### src/rtl/core/gcrm_pkg.sv
// Shared types, constants and helper functions of the conserved residue marker.
package gcrm_pkg;

  localparam int DEF_MAX_ROWS = 64;
  localparam int LETTERS      = 26;
  localparam int CODE_W       = 5;
  localparam int COUNT_W      = 7;
  localparam int OSUM_W       = 12;
  localparam int PROD_W       = 14;
  localparam int CFG_IDX_W    = 3;
  localparam int CFG_DATA_W   = 26;

  localparam logic [CODE_W-1:0]  NOT_LETTER = CODE_W'(LETTERS);
  localparam logic [COUNT_W-1:0] COUNT_MAX  = '1;

  localparam logic [CFG_IDX_W-1:0] REG_GROUP_ROWS      = 3'd0;
  localparam logic [CFG_IDX_W-1:0] REG_GROUP_LEVEL_PCT = 3'd1;
  localparam logic [CFG_IDX_W-1:0] REG_OUT_LEVEL_PCT   = 3'd2;
  localparam logic [CFG_IDX_W-1:0] REG_SIM_ENABLE      = 3'd3;
  localparam logic [CFG_IDX_W-1:0] REG_SIM_SET_MASK    = 3'd4;

  typedef struct packed {
    logic [7:0] residue;
    logic       in_group;
    logic       column_end;
  } in_beat_t;

  typedef struct packed {
    logic [5:0] row_index;
    logic       marked;
    logic       last;
  } out_beat_t;

  typedef struct packed {
    logic accept;
    logic scan_init;
    logic scan_step;
    logic decide;
    logic rd;
    logic advance;
    logic clear;
  } cmd_t;

  typedef struct packed {
    logic scan_last;
    logic rows_zero;
    logic last;
  } status_t;

  // Folds case and maps A..Z to 0..25; everything else becomes NOT_LETTER.
  function automatic logic [CODE_W-1:0] letter_code(input logic [7:0] ch);
    logic [7:0] diff;
    begin
      diff = 8'h00;
      if (ch inside {[8'h61:8'h7a]}) begin
        diff = ch - 8'h61;
        letter_code = diff[CODE_W-1:0];
      end else if (ch inside {[8'h41:8'h5a]}) begin
        diff = ch - 8'h41;
        letter_code = diff[CODE_W-1:0];
      end else begin
        letter_code = NOT_LETTER;
      end
    end
  endfunction

endpackage

### src/rtl/core/gcrm_ram.sv
// Generic single-write, single-read RAM with registered read data.
module gcrm_ram #(
  parameter int WIDTH = 8,
  parameter int DEPTH = 64
) (
  input  logic                                      clk,
  input  logic                                      we,
  input  logic [((DEPTH > 1) ? $clog2(DEPTH) : 1)-1:0] waddr,
  input  logic [WIDTH-1:0]                          wdata,
  input  logic                                      re,
  input  logic [((DEPTH > 1) ? $clog2(DEPTH) : 1)-1:0] raddr,
  output logic [WIDTH-1:0]                          rdata
);

  logic [WIDTH-1:0] mem [DEPTH];

  always_ff @(posedge clk) begin
    if (we) begin
      mem[waddr] <= wdata;
    end
    if (re) begin
      rdata <= mem[raddr];
    end
  end

endmodule

### src/rtl/core/gcrm_datapath.sv
// Datapath: letter counters, row letter store, column scan, thresholds and results.
module gcrm_datapath
  import gcrm_pkg::*;
#(
  parameter int MAX_ROWS = DEF_MAX_ROWS
) (
  input  logic                  clk,
  input  logic                  rst,
  input  logic                  cfg_valid,
  input  logic [CFG_IDX_W-1:0]  cfg_index,
  input  logic [CFG_DATA_W-1:0] cfg_data,
  input  in_beat_t              in_data,
  input  cmd_t                  cmd,
  output status_t               status,
  output out_beat_t             out_data
);

  localparam int AW    = (MAX_ROWS > 1) ? $clog2(MAX_ROWS) : 1;
  localparam int CNT_W = $clog2(MAX_ROWS + 1);

  // Configuration registers.
  logic [6:0]         group_rows;
  logic [6:0]         group_level_pct;
  logic [6:0]         out_level_pct;
  logic               sim_enable;
  logic [LETTERS-1:0] sim_set_mask;

  always_ff @(posedge clk) begin
    if (rst) begin
      group_rows      <= 7'd1;
      group_level_pct <= 7'd50;
      out_level_pct   <= 7'd0;
      sim_enable      <= 1'b0;
      sim_set_mask    <= '0;
    end else if (cfg_valid) begin
      case (cfg_index)
        REG_GROUP_ROWS:      group_rows      <= cfg_data[6:0];
        REG_GROUP_LEVEL_PCT: group_level_pct <= cfg_data[6:0];
        REG_OUT_LEVEL_PCT:   out_level_pct   <= cfg_data[6:0];
        REG_SIM_ENABLE:      sim_enable      <= cfg_data[0];
        REG_SIM_SET_MASK:    sim_set_mask    <= cfg_data[LETTERS-1:0];
        default: ;
      endcase
    end
  end

  // Accumulation of one column.
  logic [COUNT_W-1:0] gcnt [LETTERS];
  logic [COUNT_W-1:0] ocnt [LETTERS];
  logic [CNT_W-1:0]   row_cnt;
  logic [CODE_W-1:0]  in_code;
  logic               in_is_letter;
  logic               row_room;
  logic               ram_we;

  assign in_code      = letter_code(in_data.residue);
  assign in_is_letter = in_code < NOT_LETTER;
  assign row_room     = row_cnt < CNT_W'(MAX_ROWS);
  assign ram_we       = cmd.accept && in_data.in_group && row_room;

  always_ff @(posedge clk) begin
    if (rst || cmd.clear) begin
      for (int i = 0; i < LETTERS; i++) begin
        gcnt[i] <= '0;
        ocnt[i] <= '0;
      end
      row_cnt <= '0;
    end else if (cmd.accept) begin
      if (in_data.in_group) begin
        if (row_room) begin
          row_cnt <= row_cnt + 1'b1;
          if (in_is_letter && gcnt[in_code] != COUNT_MAX) begin
            gcnt[in_code] <= gcnt[in_code] + 1'b1;
          end
        end
      end else if (in_is_letter && ocnt[in_code] != COUNT_MAX) begin
        ocnt[in_code] <= ocnt[in_code] + 1'b1;
      end
    end
  end

  // Column scan, one letter per cycle. Two best candidates are tracked: one over
  // all letters and one over letters outside the similarity set, because which
  // one counts is only known once the set's presence has been tallied.
  logic [CODE_W-1:0]  scan_idx;
  logic [COUNT_W-1:0] total;
  logic [CODE_W-1:0]  present;
  logic [COUNT_W-1:0] set_sum;
  logic [OSUM_W-1:0]  oset_sum;
  logic [COUNT_W-1:0] all_c, ns_c, all_o, ns_o;
  logic [CODE_W-1:0]  all_k, ns_k;
  logic [PROD_W-1:0]  need_prod, lim_prod;
  logic [COUNT_W-1:0] g_cur, o_cur;
  logic               s_cur;

  assign g_cur = gcnt[scan_idx];
  assign o_cur = ocnt[scan_idx];
  assign s_cur = sim_set_mask[scan_idx];

  always_ff @(posedge clk) begin
    if (rst) begin
      scan_idx <= '0;
    end else if (cmd.scan_init) begin
      scan_idx <= '0;
    end else if (cmd.scan_step) begin
      scan_idx <= scan_idx + 1'b1;
    end
  end

  always_ff @(posedge clk) begin
    if (cmd.scan_init) begin
      total    <= '0;
      present  <= '0;
      set_sum  <= '0;
      oset_sum <= '0;
      all_c    <= '0;
      all_k    <= '0;
      all_o    <= '0;
      ns_c     <= '0;
      ns_k     <= '0;
      ns_o     <= '0;
    end else if (cmd.scan_step) begin
      total <= total + g_cur;
      // Other-row hits count for every set letter, present in the group or not.
      if (s_cur) begin
        oset_sum <= oset_sum + OSUM_W'(o_cur);
      end
      if (s_cur && g_cur != '0) begin
        present  <= present + 1'b1;
        set_sum  <= set_sum + g_cur;
      end
      if (g_cur > all_c) begin
        all_c <= g_cur;
        all_k <= scan_idx;
        all_o <= o_cur;
      end
      if (!s_cur && g_cur > ns_c) begin
        ns_c <= g_cur;
        ns_k <= scan_idx;
        ns_o <= o_cur;
      end
    end
  end

  // The products carry the +50 of the half-up rounding.
  always_ff @(posedge clk) begin
    if (cmd.scan_step) begin
      need_prod <= PROD_W'(group_rows) * PROD_W'(group_level_pct) + PROD_W'(50);
      lim_prod  <= PROD_W'(group_rows) * PROD_W'(out_level_pct) + PROD_W'(50);
    end
  end

  // Winner choice and threshold test. Rounded thresholds are compared without a
  // divide: w >= floor(x/100) holds exactly when 100*w + 99 >= x.
  logic               use_set, win_set, pass, pass_next;
  logic [COUNT_W-1:0] best_c, best_o, win_count;
  logic [CODE_W-1:0]  best_k;
  logic [OSUM_W-1:0]  other_sum;
  logic [PROD_W-1:0]  win_scaled;
  logic [18:0]        oth_scaled;
  logic [LETTERS-1:0] win_mask, win_mask_next;

  always_comb begin
    use_set       = sim_enable && (present >= CODE_W'(2));
    best_c        = use_set ? ns_c : all_c;
    best_k        = use_set ? ns_k : all_k;
    best_o        = use_set ? ns_o : all_o;
    win_set       = use_set && (set_sum > best_c);
    win_count     = win_set ? set_sum : best_c;
    other_sum     = win_set ? oset_sum : OSUM_W'(best_o);
    win_scaled    = PROD_W'(win_count) * PROD_W'(100) + PROD_W'(99);
    oth_scaled    = 19'(other_sum) * 19'd100;
    pass_next     = (total != '0) && (win_scaled >= need_prod)
                    && (oth_scaled <= 19'(lim_prod));
    win_mask_next = win_set ? sim_set_mask : (LETTERS'(1) << best_k);
  end

  always_ff @(posedge clk) begin
    if (rst) begin
      pass <= 1'b0;
    end else if (cmd.decide) begin
      pass <= pass_next;
    end
  end

  always_ff @(posedge clk) begin
    if (cmd.decide) begin
      win_mask <= win_mask_next;
    end
  end

  // Result emission, one group row per read of the letter store.
  logic [CNT_W-1:0]   emit_k;
  logic [CODE_W-1:0]  row_code;
  logic [LETTERS-1:0] mask_sh;

  always_ff @(posedge clk) begin
    if (rst || cmd.decide) begin
      emit_k <= '0;
    end else if (cmd.advance) begin
      emit_k <= emit_k + 1'b1;
    end
  end

  gcrm_ram #(
    .WIDTH (CODE_W),
    .DEPTH (MAX_ROWS)
  ) u_row_letters (
    .clk   (clk),
    .we    (ram_we),
    .waddr (row_cnt[AW-1:0]),
    .wdata (in_code),
    .re    (cmd.rd),
    .raddr (emit_k[AW-1:0]),
    .rdata (row_code)
  );

  assign mask_sh = win_mask >> row_code;

  always_comb begin
    out_data.row_index = 6'(emit_k);
    out_data.marked    = pass && (row_code < NOT_LETTER) && mask_sh[0];
    out_data.last      = status.last;
  end

  assign status.scan_last = scan_idx == CODE_W'(LETTERS - 1);
  assign status.rows_zero = row_cnt == '0;
  assign status.last      = (emit_k + 1'b1) == row_cnt;

endmodule

### src/rtl/core/gcrm_ctrl.sv
// Controller: sequences accumulation, column scan, decision and result emission.
module gcrm_ctrl
  import gcrm_pkg::*;
(
  input  logic    clk,
  input  logic    rst,
  input  logic    in_valid,
  input  logic    in_end,
  output logic    in_ready,
  output logic    out_valid,
  input  logic    out_ready,
  input  status_t status,
  output cmd_t    cmd
);

  typedef enum logic [4:0] {
    S_ACCUM    = 5'b00001,
    S_SCAN     = 5'b00010,
    S_DECIDE   = 5'b00100,
    S_EMIT_RD  = 5'b01000,
    S_EMIT_OUT = 5'b10000
  } state_t;

  state_t state, state_next;

  always_ff @(posedge clk) begin
    if (rst) begin
      state <= S_ACCUM;
    end else begin
      state <= state_next;
    end
  end

  always_comb begin
    state_next = state;
    cmd        = '0;
    in_ready   = 1'b0;
    out_valid  = 1'b0;
    case (state)
      S_ACCUM: begin
        in_ready      = 1'b1;
        cmd.accept    = in_valid;
        cmd.scan_init = in_valid && in_end;
        if (in_valid && in_end) begin
          state_next = S_SCAN;
        end
      end
      S_SCAN: begin
        cmd.scan_step = 1'b1;
        if (status.scan_last) begin
          state_next = S_DECIDE;
        end
      end
      S_DECIDE: begin
        cmd.decide = 1'b1;
        // A column without group rows produces no results at all.
        if (status.rows_zero) begin
          cmd.clear  = 1'b1;
          state_next = S_ACCUM;
        end else begin
          state_next = S_EMIT_RD;
        end
      end
      S_EMIT_RD: begin
        cmd.rd     = 1'b1;
        state_next = S_EMIT_OUT;
      end
      S_EMIT_OUT: begin
        out_valid = 1'b1;
        if (out_ready) begin
          cmd.advance = 1'b1;
          if (status.last) begin
            cmd.clear  = 1'b1;
            state_next = S_ACCUM;
          end else begin
            state_next = S_EMIT_RD;
          end
        end
      end
      default: begin
        state_next = S_ACCUM;
      end
    endcase
  end

endmodule

### src/rtl/core/group_conserved_residue_marker_unit.sv
// Top level of the group conserved residue marker: controller plus datapath.
//
// Residues of one alignment column are taken one beat per cycle; each group row
// keeps its letter in a row store and both group and other rows bump saturating
// per-letter counts. The beat flagged column_end starts a scan of the 26 letter
// counters, one letter a cycle, followed by a decision state that picks the
// winner and tests the two rounded percent thresholds. The block then emits one
// result beat per group row (up to MAX_ROWS), each with a row store read state
// followed by an output state that holds while the output is stalled.
// No input beat is accepted from the column's last residue until all of its
// results have been emitted.
// Configuration writes are always accepted and must be made while idle.
module group_conserved_residue_marker_unit
  import gcrm_pkg::*;
#(
  parameter int MAX_ROWS = DEF_MAX_ROWS
) (
  input  logic                  clk,
  input  logic                  rst,
  input  logic                  in_valid,
  output logic                  in_ready,
  input  in_beat_t              in_data,
  output logic                  out_valid,
  input  logic                  out_ready,
  output out_beat_t             out_data,
  input  logic                  cfg_valid,
  output logic                  cfg_ready,
  input  logic [CFG_IDX_W-1:0]  cfg_index,
  input  logic [CFG_DATA_W-1:0] cfg_data
);

  cmd_t    cmd;
  status_t status;

  assign cfg_ready = 1'b1;

  gcrm_ctrl u_ctrl (
    .clk       (clk),
    .rst       (rst),
    .in_valid  (in_valid),
    .in_end    (in_data.column_end),
    .in_ready  (in_ready),
    .out_valid (out_valid),
    .out_ready (out_ready),
    .status    (status),
    .cmd       (cmd)
  );

  gcrm_datapath #(
    .MAX_ROWS (MAX_ROWS)
  ) u_datapath (
    .clk       (clk),
    .rst       (rst),
    .cfg_valid (cfg_valid),
    .cfg_index (cfg_index),
    .cfg_data  (cfg_data),
    .in_data   (in_data),
    .cmd       (cmd),
    .status    (status),
    .out_data  (out_data)
  );

endmodule

### config.mk
export PLATFORM = sky130hd
export DESIGN_NAME = group_conserved_residue_marker_unit
export DESIGN_NICKNAME = d
export VERILOG_FILES = /design/src/rtl/core/gcrm_pkg.sv /design/src/rtl/core/gcrm_ram.sv /design/src/rtl/core/gcrm_datapath.sv /design/src/rtl/core/gcrm_ctrl.sv /design/src/rtl/core/group_conserved_residue_marker_unit.sv
export SDC_FILE = /design/constraint.sdc
export NUM_CORES = 2
export LEC_CHECK = 0
export ABC_AREA = 1
export BUFFER_PORTS_ARGS = -buffer_cell sky130_fd_sc_hd__buf_2
export CORE_AREA = 5 5 304 306
export CTS_CLUSTER_SIZE = 28
export DETAILED_ROUTE_END_ITERATION = 8
export DIE_AREA = 0 0 309 311
export PLACE_DENSITY_LB_ADDON = 0.05
export SYNTH_ARGS = -nofsm -noshare
export SYNTH_HDL_FRONTEND = slang
export SYNTH_SLANG_ARGS = --single-unit
### constraint.sdc
create_clock -name clk -period 18.4 [get_ports clk]
set_clock_uncertainty 0.2 [all_clocks]
set_input_delay 2.76 -clock clk [delete_from_list [all_inputs] [get_ports clk]]
set_output_delay 2.76 -clock clk [all_outputs]
set_load 0.01 [all_outputs]
# Word level (Yosys, flattened, before mapping)
# Memory sizes are Yosys's and may differ from the RTL's. A register that Yosys moved wholly into a read port is not among the register bits.
# Index checks and enable logic that the tools add are counted.
# word_totals
ff_bits,196
latchBits,0
ramBits,684
mem_bits_ro,0
in_bits,44
memories,3
# memory_table
name,words,width,rd,rd_ports_with_merged_regs,wr,line_no,rtl
u_datapath.u_row_letters.mem,64,5,1,1,1,gcrm_ram.sv:15,logic [WIDTH-1:0] mem [DEPTH];
u_datapath.gcnt,26,7,2,1,26,gcrm_datapath.sv:48,logic [COUNT_W-1:0] gcnt [LETTERS];
u_datapath.ocnt,26,7,2,1,26,gcrm_datapath.sv:49,logic [COUNT_W-1:0] ocnt [LETTERS];
# classes
add_sub_neg,14
n_mul,4
n_div,0
n_lt_le_gt_ge,14
eq_ne,16
shift,2
muxes,52
bitwise,0
n_reduce_logical,36
# ops
cell,count
two-way mux 5 bit,12
two-way mux 7 bit,5
adder 14 x 6 -> 14 bit (second input constant),2
adder 7 x 1 -> 7 bit (second input constant),4
multiplier 7 x 7 -> 14 bit,2
two-way mux 1 bit,26
two-way mux 26 bit,1
<< shifter 1 x 5 -> 26 bit (first input constant),1
>> shifter 26 x 5 -> 1 bit,1
case mux 5 bit (5 select lines),1
> comparator 7 bit,3
less-or-equal comparator 19 x 14 -> 1 bit,1
AND reduction 2 bit,9
multiplier 12 x 5 -> 17 bit (second input constant),1
>= comparator 8 x 7 -> 1 bit (second input constant),2
less-or-equal comparator 8 x 7 -> 1 bit (second input constant),2
logical AND 1 bit,15
adder 14 x 7 -> 14 bit (second input constant),1
adder 7 bit,2
>= comparator 14 bit,1
!= test 7 bit (second input constant),2
nonzero test 7 bit,2
OR reduction 7 bit,2
adder 12 x 7 -> 12 bit,1
other kinds (29),39

# Depth between registers and ports, before layout
# An unclocked memory read counts as a cell.
# logic_depth
depth_word,15
depth_mapped,53

# Modules after synthesis
# From an unflattened synthesis, not the netlist that was laid out.
# unflattened
hier_cells,6271
hier_area_um2,54567.3
# modules_own_cells
module,n_inst,cells_each,area_each_um2
gcrm_datapath,1,5047,40735.3
gcrm_ram,1,1162,13437.9
gcrm_ctrl,1,60,382.9
group_conserved_residue_marker_unit,1,2,11.3

# Worst setup path before layout
# No wires, ideal clock.
# synth_timing
path_kind,input port to flip-flop
startpoint,in in_data[2] (netlist name)
endpoint,"mem u_datapath.ocnt[14][0], enable pin"
arrival_ps,6743
t_required_ps,17876
slack_ps,11134
cell_stages,27
path_cell_list,inv_2 -> ha_1 -> nand2_1 -> nor2_1 -> nand2_1 -> o21ai_1 -> inv_2 -> nand2_4 -> nor2_2 -> inv_1 -> nand2_1 -> nor2_2 -> buf_2 -> nand2_1 -> nand2_1 -> inv_1 -> nand2_1 -> nor2_1 -> buf_2 -> buf_2 -> ha_1 -> nand3_1 -> inv_1 -> nand2_2 -> buf_4 -> nand3_2 -> nand2_1
# synth_lines
item,line_no,rtl
from (decl),group_conserved_residue_marker_unit.sv:22,"input in_beat_t in_data,"
to (decl),gcrm_datapath.sv:49,

# Final worst setup path
# layout_timing
startpoint,reg u_datapath.present[0]
endpoint,reg u_datapath.pass
# layout_via
elab_chain_cells,11
# layout_rtl
item,line_no,rtl
from (decl),gcrm_datapath.sv:87,logic [CODE_W-1:0] present;
from (signal assigned),gcrm_datapath.sv:129,present <= present + 1'b1;
>= comparator 5 x 2 -> 1 bit *,gcrm_datapath.sv:164,use_set = sim_enable && (present >= CODE_W'(2));
logical AND 1 bit *,gcrm_datapath.sv:164,
two-way mux 7 bit,gcrm_datapath.sv:165,best_c = use_set ? ns_c : all_c;
> comparator 7 bit,gcrm_datapath.sv:168,win_set = use_set && (set_sum > best_c);
logical AND 1 bit,gcrm_datapath.sv:168,
two-way mux 7 bit,gcrm_datapath.sv:169,win_count = win_set ? set_sum : best_c;
multiplier 7 x 5 -> 12 bit,gcrm_datapath.sv:171,win_scaled = PROD_W'(win_count) * PROD_W'(100) + PROD_W'(99);
adder 14 x 7 -> 14 bit,gcrm_datapath.sv:171,
>= comparator 14 bit,gcrm_datapath.sv:173,pass_next = (total != '0) && (win_scaled >= need_prod)
logical AND 1 bit,gcrm_datapath.sv:173,
logical AND 1 bit *,gcrm_datapath.sv:174,&& (oth_scaled <= 19'(lim_prod));
to (signal assigned),gcrm_datapath.sv:182,pass <= pass_next;
to (decl),gcrm_datapath.sv:155,"logic use_set, win_set, pass, pass_next;"
# Every way passes the cells marked *; elsewhere a longest branch is shown, timed or not.
# A chain may end at the register's enable or synchronous reset.

==> flow_metrics.env <==
export IMPL_leakagePower_uw=0.0242
export IMPL_netlist_area_um2=53000
export IMPL_drc=0
export IMPL_grt_ovfl_total=0
export IMPL_synth_top_family_by_area="simple AND/OR/NAND/NOR gates"
export IMPL_wirelength_mm=152
export IMPL_grt_pass1_vias=40300
export IMPL_antenna_left=0
export IMPL_grt_util_all_layers=0.309
export IMPL_dr_pass1_iters=9
export IMPL_die_height_um=311
export IMPL_nets=6245
export IMPL_hpwl_mm=98.7
export IMPL_grt_max_degree=94
export IMPL_synth_compound_area_share=0.120
export IMPL_netlist_instances=5982
export IMPL_synth_area_leaders="edfxtp_1 47%, nand2_1 10%, nor2_1 6.4%, dfxtp_1 5.6%, o21ai_0 4.7%"
export IMPL_cts_root_buf="clkbuf_16"
export IMPL_cts_resized=0
export IMPL_hold_buffers=0
export IMPL_final_cells=7198
export IMPL_core_um2=89300
export IMPL_cp_num_buf_inv=7
export IMPL_drtIter0Drc=4988
export IMPL_ys_types=57
export IMPL_cp_end_kind="flip-flop"
export IMPL_cts_buffer_depth=3
export IMPL_synthXorXnorAreaFrac=0.0119
export IMPL_maxCapViolCount=0
export IMPL_worst_slew_pin_slew_ns=1.18
export IMPL_synthArstFlopShare=0
export IMPL_initial_utilization=0.593
export IMPL_worstPathArrival_ns=8.74
export IMPL_ys_seq_area_frac=0.524
export IMPL_synth_mux_area_frac=0.00113
export IMPL_multiInputGateArea_um2=22300
export IMPL_setup_tns_ns=0
export IMPL_synth_ff_type="edfxtp_1"
export IMPL_fin_area_um2=57300
export IMPL_slowest_delay_ns=0.53
export IMPL_cp_slowest_cell="nand2_1"
export IMPL_status="finished, final reports clean"
export IMPL_holdCritPathClass="flip-flop to flip-flop"
export IMPL_die_area_um2=96100
export IMPL_numCtsBuffers=100
export IMPL_cts_setup_buffers=0
export IMPL_layout_min_cycle_time_ns=8.39
export IMPL_drive_above_1_share=0.0598
export IMPL_yosys_register_bits=974
export IMPL_finalMaxSlewViolations=0
export IMPL_slew_headroom=0.210
export IMPL_cts_tree="done"
export IMPL_setup_viol=0
export IMPL_via_per_inst=5.96
export IMPL_start_kind="flip-flop"
export IMPL_place_gp_congestion=0.923
export IMPL_clock_fmax_ghz=0.119
export IMPL_hold_viol=0
export IMPL_clk_pin_slew_ns=0.06
export IMPL_die_x_um=309
export IMPL_via_count=42900
export IMPL_layout_area_seq_um2=27800
export IMPL_syn_area_per_cell_um2=8.86
export IMPL_rsz0062_at_grt="no"
export IMPL_io_pins=55
export IMPL_crit_fanout=24
export IMPL_critPathTopFamily="simple AND/OR/NAND/NOR gates"
export IMPL_wire_per_inst_um=21.2
export IMPL_yosys_area_top_type="edfxtp_1"
export IMPL_synth_edf_count=827
export IMPL_htree_num_levels=3
export IMPL_antenna_cells=0
export IMPL_yosys_area_share_simple=0.207
export IMPL_clkSinkCount=974
export IMPL_clock_latency_ns=0.73
export IMPL_yosys_area_share_adder=0.0725
export IMPL_syn_to_final_growth_pct=8.21
export IMPL_core_rowCount=110
export IMPL_dp_cells=7009
export IMPL_antenna_found_initial=1
export IMPL_grt_first_pass_wirelength_mm=234
export IMPL_io_buffers=53
export IMPL_ir_drop_v=0.0000907
export IMPL_fin_crit_sh=0.456
export IMPL_cp_required_ns=18.75
export IMPL_p_per_area_nw_per_um2=99.3
export IMPL_fillers=7538
export IMPL_path_class="flip-flop to flip-flop"
export IMPL_place_area_um2=54100
export IMPL_synth_top_area_share=0.469
export IMPL_yosys_warnings=0
[metal layers]
layer	global-route usage	vias up	part of all wire
li1	-	20100	-
met1	0.428	20300	0.40
met2	0.491	2156	0.46
met3	0.0470	366	0.092
met4	0.126	0	0.042
met5	0	-	0
[worst paths after layout]
check / cells past startpoint / end / start / slack, ns
max reg2reg: 38 / u_datapath.pass / u_datapath.present[0] / 10.01
max: 38 / u_datapath.pass / u_datapath.present[0] / 10.01
min reg2reg: 2 / u_datapath.ns_o[1] / u_datapath.ns_o[1] / 0.25
min: 2 / u_datapath.ns_o[1] / u_datapath.ns_o[1] / 0.25
[cells in the mapped netlist (all sizes together), types with 68 or more instances]
library cell / n
nand2: 1432
nor2: 918
edfxtp: 827
o21ai: 506
inv: 494
a21oi: 348
nand3: 283
clkbuf: 236
ha: 198
o221ai: 165
dfxtp: 147
buf: 110
fa: 68
[final cells by class]
cell class / count / area share
multi-input cells: 4244 / 0.389
clock buffers: 128 / 0.0458
well taps: 1176 / 0.0257
flip-flops and latches: 974 / 0.485
clock inverters: 61 / 0.00971
repair buffers: 114 / 0.0126
inverters: 501 / 0.0329
[cells by family after synthesis]
kind of cell    after synthesis
simple gates               2711
compound gates             1106
flops                       974
buf+inv                     847
fa+ha+maj                   266
xor+xnor                     70
mux                           6
other cells                   2
[registers in the layout, indices dropped and copies added, names as in the netlist, 7 cells and up, named ones only]
register / cells
u_datapath.ocnt: 224
u_datapath.u_row_letters.mem: 320
u_datapath.ns_o: 7
u_datapath.ns_c: 7
u_datapath.all_o: 7
u_datapath.group_rows: 7
u_datapath.set_sum: 7
u_datapath.group_level_pct: 7
u_datapath.lim_prod: 14
u_datapath.row_cnt: 7
u_datapath.win_mask: 26
u_datapath.total: 7
u_datapath.out_level_pct: 7
u_datapath.all_c: 7
u_datapath.need_prod: 14
u_datapath.oset_sum: 12
u_datapath.gcnt: 224
u_datapath.emit_k: 7
u_datapath.sim_set_mask: 26
[cell usage in the layout (no fill, tap or decap), drive strengths merged, types with 7 or more instances in the layout]
| cell type | synthesis | layout |
|---|---|---|
| a211oi | 7 | 7 |
| a21oi | 348 | 348 |
| a22oi | 8 | 8 |
| a31oi | 11 | 11 |
| buf | 110 | 114 |
| clkbuf | 236 | 128 |
| clkinv | 7 | 57 |
| conb | 2 | 85 |
| dfxtp | 147 | 147 |
| edfxtp | 827 | 827 |
| fa | 68 | 68 |
| ha | 198 | 198 |
| inv | 494 | 497 |
| nand2 | 1432 | 1432 |
| nand3 | 283 | 283 |
| nand4 | 18 | 18 |
| nor2 | 918 | 918 |
| nor3 | 33 | 33 |
| nor4 | 10 | 10 |
| o211ai | 21 | 21 |
| o21ai | 506 | 506 |
| o221ai | 165 | 165 |
| o22ai | 12 | 12 |
| or2 | 7 | 7 |
| xnor2 | 17 | 17 |
| xor2 | 53 | 53 |
[report_power, final]
part / switching (uW) / internal [uW] / leakage, uW
registers: 74.7 / 2540 / 0.00929
clock network: 905 / 1080 / 0.00154
logic: 784 / 314 / 0.0134
[worst reg2reg max path: cells and delay by family (launching register included)]
kind	cells	cell delay (ns)
AND/OR/NAND/NOR	16	2.48
AO/OA/AOI/OAI	6	1.42
flip-flops	1	0.38
buffers and inverters	7	1.11
XOR/XNOR	2	0.33
adder cells (fa/ha/maj)	7	2.36
[metrics by stage]
| stage | hold slack (ns) | util | total power (uW) | setup slack (ns) |
|---|---|---|---|---|
| 6_report | 0.249 | 0.642 | 5690 | 10.01 |
| 5_1_grt | 0.261 | 0.642 | 5950 | 9.25 |
| 4_1_cts | 0.248 | 0.642 | 5690 | 10.01 |
| 3_5_place_dp | 0.240 | 0.606 | 3730 | 9.49 |
| 3_3_place_gp | 0.238 | 0.606 | 3710 | 9.58 |
| 2_1_floorplan | 0.222 | - | 3390 | 11.13 |
Note: power is estimated with default switching activity, not from simulation.
